<file path="config.mk">
export PLATFORM = sky130hd
export DESIGN_NAME = graph_degree_statistics_core
export DESIGN_NICKNAME = d
export VERILOG_FILES = /design/src/gds_pkg.sv /design/src/graph_degree_statistics_core.sv /design/src/gds_ram.sv /design/src/gds_front.sv /design/src/gds_back.sv
export SDC_FILE = /design/constraint.sdc
export NUM_CORES = 2
export LEC_CHECK = 0
export ABC_AREA = 1
export BUFFER_PORTS_ARGS = -buffer_cell sky130_fd_sc_hd__buf_4
export CAP_MARGIN = 20
export CORE_MARGIN = 4
export CORE_UTILIZATION = 40
export CTS_BUF_LIST = sky130_fd_sc_hd__clkbuf_8
export CTS_CLUSTER_DIAMETER = 30
export DETAILED_ROUTE_END_ITERATION = 8
export PLACE_DENSITY = 0.57
export SETUP_SLACK_MARGIN = 0.5
export SYNTH_ARGS = -nofsm -noshare
export SYNTH_HDL_FRONTEND = slang
export SYNTH_SLANG_ARGS = --single-unit
</file>
<file path="constraint.sdc">
create_clock -name i_clk -period 15.55 [get_ports i_clk]
set_input_delay 3.11 -clock i_clk [delete_from_list [all_inputs] [get_ports i_clk]]
set_output_delay 3.11 -clock i_clk [all_outputs]
set_load 0.01 [all_outputs]
</file>
<file path="src/gds_pkg.sv">
// ----------------------------------------------------------------------------
// gds_pkg - shared types and constants for the graph degree statistics core
// Sizes of the degree stores, request and result records, back-end states.
// ----------------------------------------------------------------------------
package gds_pkg;

    localparam int MAX_VERTICES = 64;
    localparam int DEGREE_BITS  = 16;
    localparam int ADDR_W       = (MAX_VERTICES > 1) ? $clog2(MAX_VERTICES) : 1;
    localparam int VTX_W        = 7;
    localparam int OUT_DEG_W    = 16;
    localparam int SINK_W       = (DEGREE_BITS > VTX_W) ? DEGREE_BITS : VTX_W;

    localparam int IN_TDATA_W   = 16;
    localparam int OUT_FIELDS_W = 77;
    localparam int OUT_TDATA_W  = 80;

    localparam int Q_DEPTH      = 2;
    localparam int Q_PTR_W      = (Q_DEPTH > 1) ? $clog2(Q_DEPTH) : 1;
    localparam int Q_CNT_W      = $clog2(Q_DEPTH + 1);

    localparam logic [VTX_W-1:0]       VC_RESET = VTX_W'(64);
    localparam logic [VTX_W-1:0]       VTX_MAX  = VTX_W'(MAX_VERTICES);
    localparam logic [DEGREE_BITS-1:0] DEG_MAX  = {DEGREE_BITS{1'b1}};

    localparam logic CMD_ADD_EDGE = 1'b0;
    localparam logic CMD_REPORT   = 1'b1;

    typedef enum logic [1:0] {
        REQ_EDGE_OK  = 2'd0,
        REQ_EDGE_REJ = 2'd1,
        REQ_REPORT   = 2'd2
    } t_req_kind;

    typedef struct packed {
        t_req_kind         kind;
        logic [ADDR_W-1:0] src_addr;
        logic [ADDR_W-1:0] dst_addr;
        logic              loop_edge;
    } t_req;

    typedef struct packed {
        logic                 accepted;
        logic [VTX_W-1:0]     vertex;
        logic [OUT_DEG_W-1:0] out_degree;
        logic [OUT_DEG_W-1:0] in_degree;
        logic [OUT_DEG_W-1:0] max_out_degree;
        logic [OUT_DEG_W-1:0] max_in_degree;
        logic                 is_max_out;
        logic                 is_max_in;
        logic                 has_self_loop;
        logic                 is_universal_sink;
        logic                 graph_has_sink;
        logic                 last;
    } t_result;

    typedef enum logic [2:0] {
        ST_IDLE    = 3'b001,
        ST_EDGE_WR = 3'b010,
        ST_REP_OUT = 3'b100
    } t_state;

endpackage

</file>
<file path="src/graph_degree_statistics_core.sv">
// ----------------------------------------------------------------------------
// graph_degree_statistics_core - directed graph in/out degree counter
// Counts vertex degrees over a stream of edges and reports them per vertex.
// ----------------------------------------------------------------------------
//  channel   direction  payload
//  s_axis    in         tuser: command; tdata: source_vertex, dest_vertex
//  m_axis    out        tdata: result fields; tlast: last
//  cfg       in         i_cfg_wdata: vertex_count, written when i_cfg_we
//
//  An edge passes through the back end as a degree RAM read, then a write.
//  A report walks the clamped vertex count: one RAM read per
//  vertex, pipelined against the output register, then the stores clear at
//  once via valid bits.
//  A two-entry request queue lets intake run ahead of the back end.
//  Reset is synchronous, active low; a stalled m_axis holds the back end.
// ----------------------------------------------------------------------------
module graph_degree_statistics_core (
    input  logic                              i_clk,
    input  logic                              i_rst_n,
    input  logic                              i_cfg_we,
    input  logic [gds_pkg::VTX_W-1:0]         i_cfg_wdata,   // vertex_count
    input  logic                              s_axis_tvalid,
    output logic                              s_axis_tready,
    // [6:0] source_vertex, [13:7] dest_vertex, [15:14] zero
    input  logic [gds_pkg::IN_TDATA_W-1:0]    s_axis_tdata,
    input  logic                              s_axis_tuser,  // command
    output logic                              m_axis_tvalid,
    input  logic                              m_axis_tready,
    // [0] accepted, [7:1] vertex, [23:8] out_degree, [39:24] in_degree,
    // [55:40] max_out_degree, [71:56] max_in_degree, [72] is_max_out,
    // [73] is_max_in, [74] has_self_loop, [75] is_universal_sink,
    // [76] graph_has_sink, [79:77] zero
    output logic [gds_pkg::OUT_TDATA_W-1:0]   m_axis_tdata,
    output logic                              m_axis_tlast
);

    logic [gds_pkg::VTX_W-1:0] r_vertex_count;
    logic [gds_pkg::VTX_W-1:0] w_n;
    logic                      w_req_valid;
    gds_pkg::t_req             w_req;
    logic                      w_req_pop;
    gds_pkg::t_result          w_res;

    always_ff @(posedge i_clk) begin
        if (!i_rst_n) begin
            r_vertex_count <= gds_pkg::VC_RESET;
        end else if (i_cfg_we) begin
            r_vertex_count <= i_cfg_wdata;
        end
    end

    // clamp the vertex count to the store depth
    assign w_n = (r_vertex_count > gds_pkg::VTX_MAX) ? gds_pkg::VTX_MAX : r_vertex_count;

    gds_front u_front (
        .i_clk       (i_clk),
        .i_rst_n     (i_rst_n),
        .i_n         (w_n),
        .i_valid     (s_axis_tvalid),
        .o_ready     (s_axis_tready),
        .i_command   (s_axis_tuser),
        .i_src       (s_axis_tdata[6:0]),
        .i_dst       (s_axis_tdata[13:7]),
        .o_req_valid (w_req_valid),
        .o_req       (w_req),
        .i_req_pop   (w_req_pop)
    );

    gds_back u_back (
        .i_clk       (i_clk),
        .i_rst_n     (i_rst_n),
        .i_n         (w_n),
        .i_req_valid (w_req_valid),
        .i_req       (w_req),
        .o_req_pop   (w_req_pop),
        .o_res_valid (m_axis_tvalid),
        .o_res       (w_res),
        .i_res_ready (m_axis_tready)
    );

    assign m_axis_tdata = {
        (gds_pkg::OUT_TDATA_W - gds_pkg::OUT_FIELDS_W)'(0),
        w_res.graph_has_sink,
        w_res.is_universal_sink,
        w_res.has_self_loop,
        w_res.is_max_in,
        w_res.is_max_out,
        w_res.max_in_degree,
        w_res.max_out_degree,
        w_res.in_degree,
        w_res.out_degree,
        w_res.vertex,
        w_res.accepted
    };
    assign m_axis_tlast = w_res.last;

endmodule

</file>
<file path="src/gds_ram.sv">
// ----------------------------------------------------------------------------
// gds_ram - generic simple dual-port RAM
// One write port, one read port with registered read data and read enable.
// ----------------------------------------------------------------------------
module gds_ram #(
    parameter int WIDTH = 16,
    parameter int DEPTH = 64,
    localparam int AW   = (DEPTH > 1) ? $clog2(DEPTH) : 1
) (
    input  logic             i_clk,
    input  logic             i_we,
    input  logic [AW-1:0]    i_waddr,
    input  logic [WIDTH-1:0] i_wdata,
    input  logic             i_re,
    input  logic [AW-1:0]    i_raddr,
    output logic [WIDTH-1:0] o_rdata
);

    logic [WIDTH-1:0] r_mem [DEPTH];
    logic [WIDTH-1:0] r_rdata;

    always_ff @(posedge i_clk) begin
        if (i_we) begin
            r_mem[i_waddr] <= i_wdata;
        end
        if (i_re) begin
            r_rdata <= r_mem[i_raddr];
        end
    end

    assign o_rdata = r_rdata;

endmodule

</file>
<file path="src/gds_front.sv">
// ----------------------------------------------------------------------------
// gds_front - request intake and classification
// Range-checks edges against the vertex count and queues classified requests.
// ----------------------------------------------------------------------------
module gds_front (
    input  logic                       i_clk,
    input  logic                       i_rst_n,
    input  logic [gds_pkg::VTX_W-1:0]  i_n,
    input  logic                       i_valid,
    output logic                       o_ready,
    input  logic                       i_command,
    input  logic [gds_pkg::VTX_W-1:0]  i_src,
    input  logic [gds_pkg::VTX_W-1:0]  i_dst,
    output logic                       o_req_valid,
    output gds_pkg::t_req              o_req,
    input  logic                       i_req_pop
);

    gds_pkg::t_req                       r_queue [gds_pkg::Q_DEPTH];
    logic [gds_pkg::Q_PTR_W-1:0]         r_wr_ptr;
    logic [gds_pkg::Q_PTR_W-1:0]         r_rd_ptr;
    logic [gds_pkg::Q_CNT_W-1:0]         r_count;
    gds_pkg::t_req                       w_req;
    logic                                w_in_range;
    logic                                w_push;
    logic                                w_pop;

    always_comb begin
        w_in_range = (i_src != '0) && (i_dst != '0) && (i_src <= i_n) && (i_dst <= i_n);
        w_req.src_addr  = gds_pkg::ADDR_W'(i_src - gds_pkg::VTX_W'(1));
        w_req.dst_addr  = gds_pkg::ADDR_W'(i_dst - gds_pkg::VTX_W'(1));
        w_req.loop_edge = (i_src == i_dst);
        if (i_command == gds_pkg::CMD_REPORT) begin
            w_req.kind = gds_pkg::REQ_REPORT;
        end else if (w_in_range) begin
            w_req.kind = gds_pkg::REQ_EDGE_OK;
        end else begin
            w_req.kind = gds_pkg::REQ_EDGE_REJ;
        end
    end

    assign o_ready     = (r_count != gds_pkg::Q_CNT_W'(gds_pkg::Q_DEPTH));
    assign o_req_valid = (r_count != '0);
    assign o_req       = r_queue[r_rd_ptr];
    assign w_push      = i_valid && o_ready;
    assign w_pop       = i_req_pop && o_req_valid;

    always_ff @(posedge i_clk) begin
        if (w_push) begin
            r_queue[r_wr_ptr] <= w_req;
        end
    end

    always_ff @(posedge i_clk) begin
        if (!i_rst_n) begin
            r_wr_ptr <= '0;
            r_rd_ptr <= '0;
            r_count  <= '0;
        end else begin
            if (w_push) begin
                r_wr_ptr <= (r_wr_ptr == gds_pkg::Q_PTR_W'(gds_pkg::Q_DEPTH - 1)) ?
                            '0 : r_wr_ptr + 1'b1;
            end
            if (w_pop) begin
                r_rd_ptr <= (r_rd_ptr == gds_pkg::Q_PTR_W'(gds_pkg::Q_DEPTH - 1)) ?
                            '0 : r_rd_ptr + 1'b1;
            end
            if (w_push && !w_pop) begin
                r_count <= r_count + 1'b1;
            end else if (w_pop && !w_push) begin
                r_count <= r_count - 1'b1;
            end
        end
    end

endmodule

</file>
<file path="src/gds_back.sv">
// ----------------------------------------------------------------------------
// gds_back - degree store update and report walk
// Read-modify-write of the degree RAMs per edge, vertex walk per report,
// running maxima and flags, and the output result register.
// ----------------------------------------------------------------------------
module gds_back (
    input  logic                       i_clk,
    input  logic                       i_rst_n,
    input  logic [gds_pkg::VTX_W-1:0]  i_n,
    input  logic                       i_req_valid,
    input  gds_pkg::t_req              i_req,
    output logic                       o_req_pop,
    output logic                       o_res_valid,
    output gds_pkg::t_result           o_res,
    input  logic                       i_res_ready
);

    localparam int AW = gds_pkg::ADDR_W;
    localparam int DW = gds_pkg::DEGREE_BITS;
    localparam int NV = gds_pkg::MAX_VERTICES;

    gds_pkg::t_state        r_state, n_state;
    gds_pkg::t_req          r_req, n_req;
    logic [AW-1:0]          r_k, n_k;
    logic [NV-1:0]          r_vld_o, n_vld_o;
    logic [NV-1:0]          r_vld_i, n_vld_i;
    logic                   r_rd_vld_o, n_rd_vld_o;
    logic                   r_rd_vld_i, n_rd_vld_i;
    logic [DW-1:0]          r_max_out, n_max_out;
    logic [DW-1:0]          r_max_in, n_max_in;
    logic                   r_self, n_self;
    logic                   r_any_sink, n_any_sink;
    logic                   r_o_valid, n_o_valid;
    gds_pkg::t_result       r_o_res, n_o_res;

    logic                   w_re;
    logic [AW-1:0]          w_raddr_o, w_raddr_i;
    logic                   w_we;
    logic [DW-1:0]          w_rd_o, w_rd_i;
    logic [DW-1:0]          w_od, w_id, w_od_inc, w_id_inc;
    logic [DW-1:0]          w_max_out_e, w_max_in_e;
    logic                   w_edge_ok;
    logic                   w_slot_free;
    logic [gds_pkg::VTX_W-1:0] w_vertex;
    logic                   w_rep_last;
    logic                   w_sink;

    gds_ram #(.WIDTH(DW), .DEPTH(NV)) u_out_ram (
        .i_clk   (i_clk),
        .i_we    (w_we),
        .i_waddr (r_req.src_addr),
        .i_wdata (w_od_inc),
        .i_re    (w_re),
        .i_raddr (w_raddr_o),
        .o_rdata (w_rd_o)
    );

    gds_ram #(.WIDTH(DW), .DEPTH(NV)) u_in_ram (
        .i_clk   (i_clk),
        .i_we    (w_we),
        .i_waddr (r_req.dst_addr),
        .i_wdata (w_id_inc),
        .i_re    (w_re),
        .i_raddr (w_raddr_i),
        .o_rdata (w_rd_i)
    );

    // an entry never written since the last clear reads as zero
    assign w_od        = r_rd_vld_o ? w_rd_o : '0;
    assign w_id        = r_rd_vld_i ? w_rd_i : '0;
    assign w_od_inc    = (w_od == gds_pkg::DEG_MAX) ? w_od : w_od + 1'b1;
    assign w_id_inc    = (w_id == gds_pkg::DEG_MAX) ? w_id : w_id + 1'b1;
    assign w_edge_ok   = (r_req.kind == gds_pkg::REQ_EDGE_OK);
    assign w_max_out_e = (w_edge_ok && (w_od_inc > r_max_out)) ? w_od_inc : r_max_out;
    assign w_max_in_e  = (w_edge_ok && (w_id_inc > r_max_in)) ? w_id_inc : r_max_in;
    assign w_slot_free = !r_o_valid || i_res_ready;
    assign w_vertex    = gds_pkg::VTX_W'(r_k) + gds_pkg::VTX_W'(1);
    assign w_rep_last  = (w_vertex == i_n);
    assign w_sink      = (w_od == '0) &&
                         (gds_pkg::SINK_W'(w_id) ==
                          gds_pkg::SINK_W'(i_n - gds_pkg::VTX_W'(1)));

    always_comb begin
        n_state    = r_state;
        n_req      = r_req;
        n_k        = r_k;
        n_vld_o    = r_vld_o;
        n_vld_i    = r_vld_i;
        n_rd_vld_o = r_rd_vld_o;
        n_rd_vld_i = r_rd_vld_i;
        n_max_out  = r_max_out;
        n_max_in   = r_max_in;
        n_self     = r_self;
        n_any_sink = r_any_sink;
        n_o_valid  = r_o_valid && !i_res_ready;
        n_o_res    = r_o_res;
        o_req_pop  = 1'b0;
        w_re       = 1'b0;
        w_we       = 1'b0;
        w_raddr_o  = '0;
        w_raddr_i  = '0;

        case (r_state)
            gds_pkg::ST_IDLE: begin
                if (i_req_valid) begin
                    o_req_pop = 1'b1;
                    n_req     = i_req;
                    case (i_req.kind)
                        gds_pkg::REQ_REPORT: begin
                            if (i_n == '0) begin
                                // nothing to walk: just clear
                                n_vld_o   = '0;
                                n_vld_i   = '0;
                                n_max_out = '0;
                                n_max_in  = '0;
                                n_self    = 1'b0;
                            end else begin
                                w_re       = 1'b1;
                                n_k        = '0;
                                n_any_sink = 1'b0;
                                n_state    = gds_pkg::ST_REP_OUT;
                            end
                        end
                        default: begin
                            w_re      = 1'b1;
                            w_raddr_o = i_req.src_addr;
                            w_raddr_i = i_req.dst_addr;
                            n_state   = gds_pkg::ST_EDGE_WR;
                        end
                    endcase
                end
            end
            gds_pkg::ST_EDGE_WR: begin
                if (w_slot_free) begin
                    n_o_valid                = 1'b1;
                    n_o_res                  = '0;
                    n_o_res.accepted         = w_edge_ok;
                    n_o_res.max_out_degree   = gds_pkg::OUT_DEG_W'(w_max_out_e);
                    n_o_res.max_in_degree    = gds_pkg::OUT_DEG_W'(w_max_in_e);
                    n_o_res.has_self_loop    = r_self || (w_edge_ok && r_req.loop_edge);
                    n_o_res.last             = 1'b1;
                    if (w_edge_ok) begin
                        w_we                    = 1'b1;
                        n_vld_o[r_req.src_addr] = 1'b1;
                        n_vld_i[r_req.dst_addr] = 1'b1;
                        n_max_out               = w_max_out_e;
                        n_max_in                = w_max_in_e;
                        n_self                  = r_self || r_req.loop_edge;
                    end
                    n_state = gds_pkg::ST_IDLE;
                end
            end
            gds_pkg::ST_REP_OUT: begin
                if (w_slot_free) begin
                    n_o_valid                  = 1'b1;
                    n_o_res.accepted           = 1'b1;
                    n_o_res.vertex             = w_vertex;
                    n_o_res.out_degree         = gds_pkg::OUT_DEG_W'(w_od);
                    n_o_res.in_degree          = gds_pkg::OUT_DEG_W'(w_id);
                    n_o_res.max_out_degree     = gds_pkg::OUT_DEG_W'(r_max_out);
                    n_o_res.max_in_degree      = gds_pkg::OUT_DEG_W'(r_max_in);
                    n_o_res.is_max_out         = (w_od == r_max_out);
                    n_o_res.is_max_in          = (w_id == r_max_in);
                    n_o_res.has_self_loop      = r_self;
                    n_o_res.is_universal_sink  = w_sink;
                    n_o_res.graph_has_sink     = r_any_sink || w_sink;
                    n_o_res.last               = w_rep_last;
                    n_any_sink                 = r_any_sink || w_sink;
                    if (w_rep_last) begin
                        n_vld_o   = '0;
                        n_vld_i   = '0;
                        n_max_out = '0;
                        n_max_in  = '0;
                        n_self    = 1'b0;
                        n_state   = gds_pkg::ST_IDLE;
                    end else begin
                        // fetch the next vertex while this one leaves
                        n_k       = r_k + 1'b1;
                        w_re      = 1'b1;
                        w_raddr_o = r_k + 1'b1;
                        w_raddr_i = r_k + 1'b1;
                    end
                end
            end
            default: begin
                n_state = gds_pkg::ST_IDLE;
            end
        endcase

        if (w_re) begin
            n_rd_vld_o = r_vld_o[w_raddr_o];
            n_rd_vld_i = r_vld_i[w_raddr_i];
        end
    end

    always_ff @(posedge i_clk) begin
        if (!i_rst_n) begin
            r_state    <= gds_pkg::ST_IDLE;
            r_vld_o    <= '0;
            r_vld_i    <= '0;
            r_max_out  <= '0;
            r_max_in   <= '0;
            r_self     <= 1'b0;
            r_any_sink <= 1'b0;
            r_o_valid  <= 1'b0;
        end else begin
            r_state    <= n_state;
            r_vld_o    <= n_vld_o;
            r_vld_i    <= n_vld_i;
            r_max_out  <= n_max_out;
            r_max_in   <= n_max_in;
            r_self     <= n_self;
            r_any_sink <= n_any_sink;
            r_o_valid  <= n_o_valid;
        end
    end

    always_ff @(posedge i_clk) begin
        r_req      <= n_req;
        r_k        <= n_k;
        r_rd_vld_o <= n_rd_vld_o;
        r_rd_vld_i <= n_rd_vld_i;
        r_o_res    <= n_o_res;
    end

    assign o_res_valid = r_o_valid;
    assign o_res       = r_o_res;

endmodule
</file>
==> flow_summary.toml <==
[outcome]
outcome = "finished, final reports clean"

[global_routing]
grt_use_met2_pct = 36.9
gr-usage-met3_pct = 3.51
grt_pass1_vias = 70700
grt_max_degree = 194
track_usage_pct = 22.4
grt_pass1_wl_um = 454000
grt_antenna_before_repair = 9
overflow = 0
use_met1_pct = 29.5
busiest_layer = "met2"

[routing]
dr.pass1.iters = 6
drt_wl_total_um = 308000
drcViolationCount = 0
detail-route-antenna-nets = 0
wl_per_cell_um = 21.8
vias = 74700
vias_per_cell = 5.29
first_iter_violations = 7304

[synthesis]
synth_xor_area_share_pct = 0.465
yosysWarnings = 0
yosys_most_used_dff = "edfxtp_1"
synth_cell_types = 47
synth_top_family_by_area = "simple AND/OR/NAND/NOR gates"
syn-cell-area_um2 = 104000
yosysSeqAreaShare_pct = 67.6
synth_fa_ha_area_share_pct = 0.653
synth_edf_count = 2211
synth_cells = 10100
synth.avg_cell_area_um2 = 10.2
synth-compound-area-share_pct = 1.93
synthMuxAreaShare_pct = 0
ys_async_sr_fraction_pct = 0
yosys.area_share.simple_pct = 24.7
yosys_register_bits = 2389

[cts]
cts_sinks = 2389
cts_buffer_depth = 4
cts_tree = "built"
postCtsHoldBufs = 0
cts_buffers = 478
clock-root-buffer = "clkbuf_8"
cts_resized = 0
clkLatencyLatePin_ps = 1040
postCtsSetupBuffers = 0
htree_levels = 5
path_clk_slew_ps = 60

[critical_path]
regToRegEndpoint = "u_back.o_res[21]$_DFFE_PP_"
startpoint = "m_axis_tready"
end_kind = "register"
r2r_slack_ps = 8280
worstSetupStartpointType = "input pin"
worstSetupPathType = "input pin to register"
crit_arrival_ps = 9360
r2r-start = "u_back.r_rd_vld_i$_DFFE_PP_"
critical_path_peak_fanout = 156
required_ps = 16410
ff2ff_path_depth = 25
worstSetupEndpoint = "u_back.u_in_ram.o_rdata[6]$_DFFE_PP_"

[power_and_ir_drop]
leakage_nw = 46.3
powerDensity_nw_per_um2 = 191
power_switching_mw = 8.99
internal-power_mw = 13.7
pwr-share-seq_pct = 36.1
power_frac_clock_pct = 29.9
ir_worst_vdd_mv = 0.157
switching_share_pct = 39.6
p_comb_share_pct = 34.0

[sta]
fin_crit_sh_pct = 54.6
max_slew_margin_pct = 21.2
hold_violations = 0
final.setup.tns_ps = 0
skew_ps = 72.9
fmax_mhz = 118
drv_slew = 0
fin_ws_ps = 7050
rsz0062_at_grt = "false"
tightestPinTransition_ps = 1180
period_needed_ps = 8500
setup_violations = 0

[finish]
final_util_pct = 46.3
area_delta_synth_final_pct = 15.1
drive_gt1_share_pct = 11.9
seq_area_um2 = 70000
fin_cells = 14100
most-common-layout-cells = "3,877 x nand2_1, 2,211 x edfxtp_1, 1,835 x nand3_1, 575 x inv_1, 504 x clkbuf_8"
multi_input_area_um2 = 29800
fillers = 23500
final_common_cell = "nand2_1"
nets = 10400

[placement]
portBuffers = 106
place_worst_setup_slack_ps = 6390
gp_congestion = 0.851
dp_cells = 13200
dp_hpwl_um = 167000

[die]
pin_count = 112
core_area_um2 = 257000
fp-row-count = 186
dieWidth_um = 517
dieArea_um2 = 267000
chipHeight_um = 517
start_util_pct = 40.3

[run]
maxCapViolations = 0

[worst_hold_path]
hp-class = "register to register"
## worst max-delay path, stage by stage
cell     delay (ps)
buf_4            80
nor2_1           40
buf_4           190
nor3_1          510
nand2_8         450
buf_12          400
nand2_8         780
buf_4           750
buf_12          570
buf_4           830
nand2_1         100
nand2_1         100
nand2_1          50
nand3_1         160
nand3_1         240
nand3_1         160
nand3_1          80
nand2_1         110
## cell usage after synthesis (17+ instances only)
| library cell | count | area, um^2 |
|---|---|---|
| buf_2 | 337 | 1690 |
| inv_1 | 510 | 1910 |
| clkbuf_1 | 191 | 717 |
| edfxtp_1 | 2211 | 66400 |
| buf_4 | 29 | 218 |
| xor2_1 | 43 | 377 |
| nand4_1 | 22 | 138 |
| o21ai_0 | 106 | 531 |
| nor3_1 | 180 | 901 |
| a21oi_1 | 198 | 991 |
| dfxtp_1 | 178 | 3560 |
| ha_1 | 54 | 676 |
| nand3_1 | 1835 | 9180 |
| inv_2 | 17 | 63.8 |
| o21ai_1 | 19 | 95.1 |
| buf_1 | 52 | 195 |
| nand2_1 | 3889 | 14600 |
| nor2_1 | 127 | 477 |
## per-layer routing
layer  vias up  share of wire, %
met2      2949                48
met1     36200                41
li1      34900                 -
met4         2               4.2
met3       647               7.1
met5         -            0.0042
## flip-flops by register name (all words and copies together) (netlist names), 2 cells and up, named ones only
name / flops
u_front.r_count: 2
u_back.r_max_out: 16
u_back.u_in_ram.r_mem: 1024
u_back.r_k: 6
u_back.r_vld_i: 64
u_back.u_in_ram.o_rdata: 16
u_back.o_res: 78
u_back.r_vld_o: 64
u_back.r_req: 15
u_back.u_out_ram.r_mem: 1024
r_vertex_count: 7
u_back.r_state: 3
u_back.r_max_in: 16
u_front.r_queue: 30
u_back.u_out_ram.o_rdata: 16
## how the worst min path moves through the flow
| stage | to | start | cells past startpoint | slack [ps] |
|---|---|---|---|---|
| after floorplan | register | u_front.r_rd_ptr$_SDFFE_PN0P_ | 1 | 430 |
| after global placement | u_front.r_rd_ptr$_SDFFE_PN0P_ | u_front.r_rd_ptr$_SDFFE_PN0P_ | 1 | 430 |
| after detailed placement | u_back.r_vld_i[13]$_SDFFE_PN0P_ | u_back.r_vld_i[13]$_SDFFE_PN0P_ | 2 | 440 |
| after CTS | u_back.r_vld_i[13]$_SDFFE_PN0P_ | u_back.r_vld_i[13]$_SDFFE_PN0P_ | 2 | 450 |
| after global routing | u_back.r_vld_o[4]$_SDFFE_PN0P_ | u_back.r_vld_o[4]$_SDFFE_PN0P_ | 2 | 460 |
| final | u_back.r_vld_o[48]$_SDFFE_PN0P_ | u_back.r_vld_o[48]$_SDFFE_PN0P_ | 2 | 450 |
## power groups by stage
stage               clock network [mW]  registers (mW)  logic, mW
floorplan                            0            8.33       4.43
global placement                     0            8.32       7.58
detailed placement                   0            8.32       7.67
CTS                               6.90            8.20       7.69
global route                      7.21            8.21       8.31
finish                            6.79            8.20       7.72
## cells by family after synthesis
kind of cell	after synthesis
compound gates	373
xor+xnor	55
fa+ha+maj	54
buf+inv	1146
flops	2389
other cells	1
simple gates	6087
## layout make-up
class	instances	share of cell area, %
sequential	2389	58.7
multi-input combinational	6572	25.0
clock buffer	504	5.82
tap	3384	3.55
clock inverter	371	2.76
timing repair buffer	350	2.39
inverter	534	1.72
antenna	5	0.0105
## metrics by stage
stage | area, um^2 | power [mW] | hold WS (ps)
after CTS | 119000 | 22.8 | 448
final | 119000 | 22.7 | 448
after global placement | 109000 | 15.9 | 434
after detailed placement | 109000 | 16.0 | 440
after floorplan | 104000 | 12.8 | 425
after global routing | 119000 | 23.7 | 461
No activity file was read; power rests on OpenSTA's default activity.
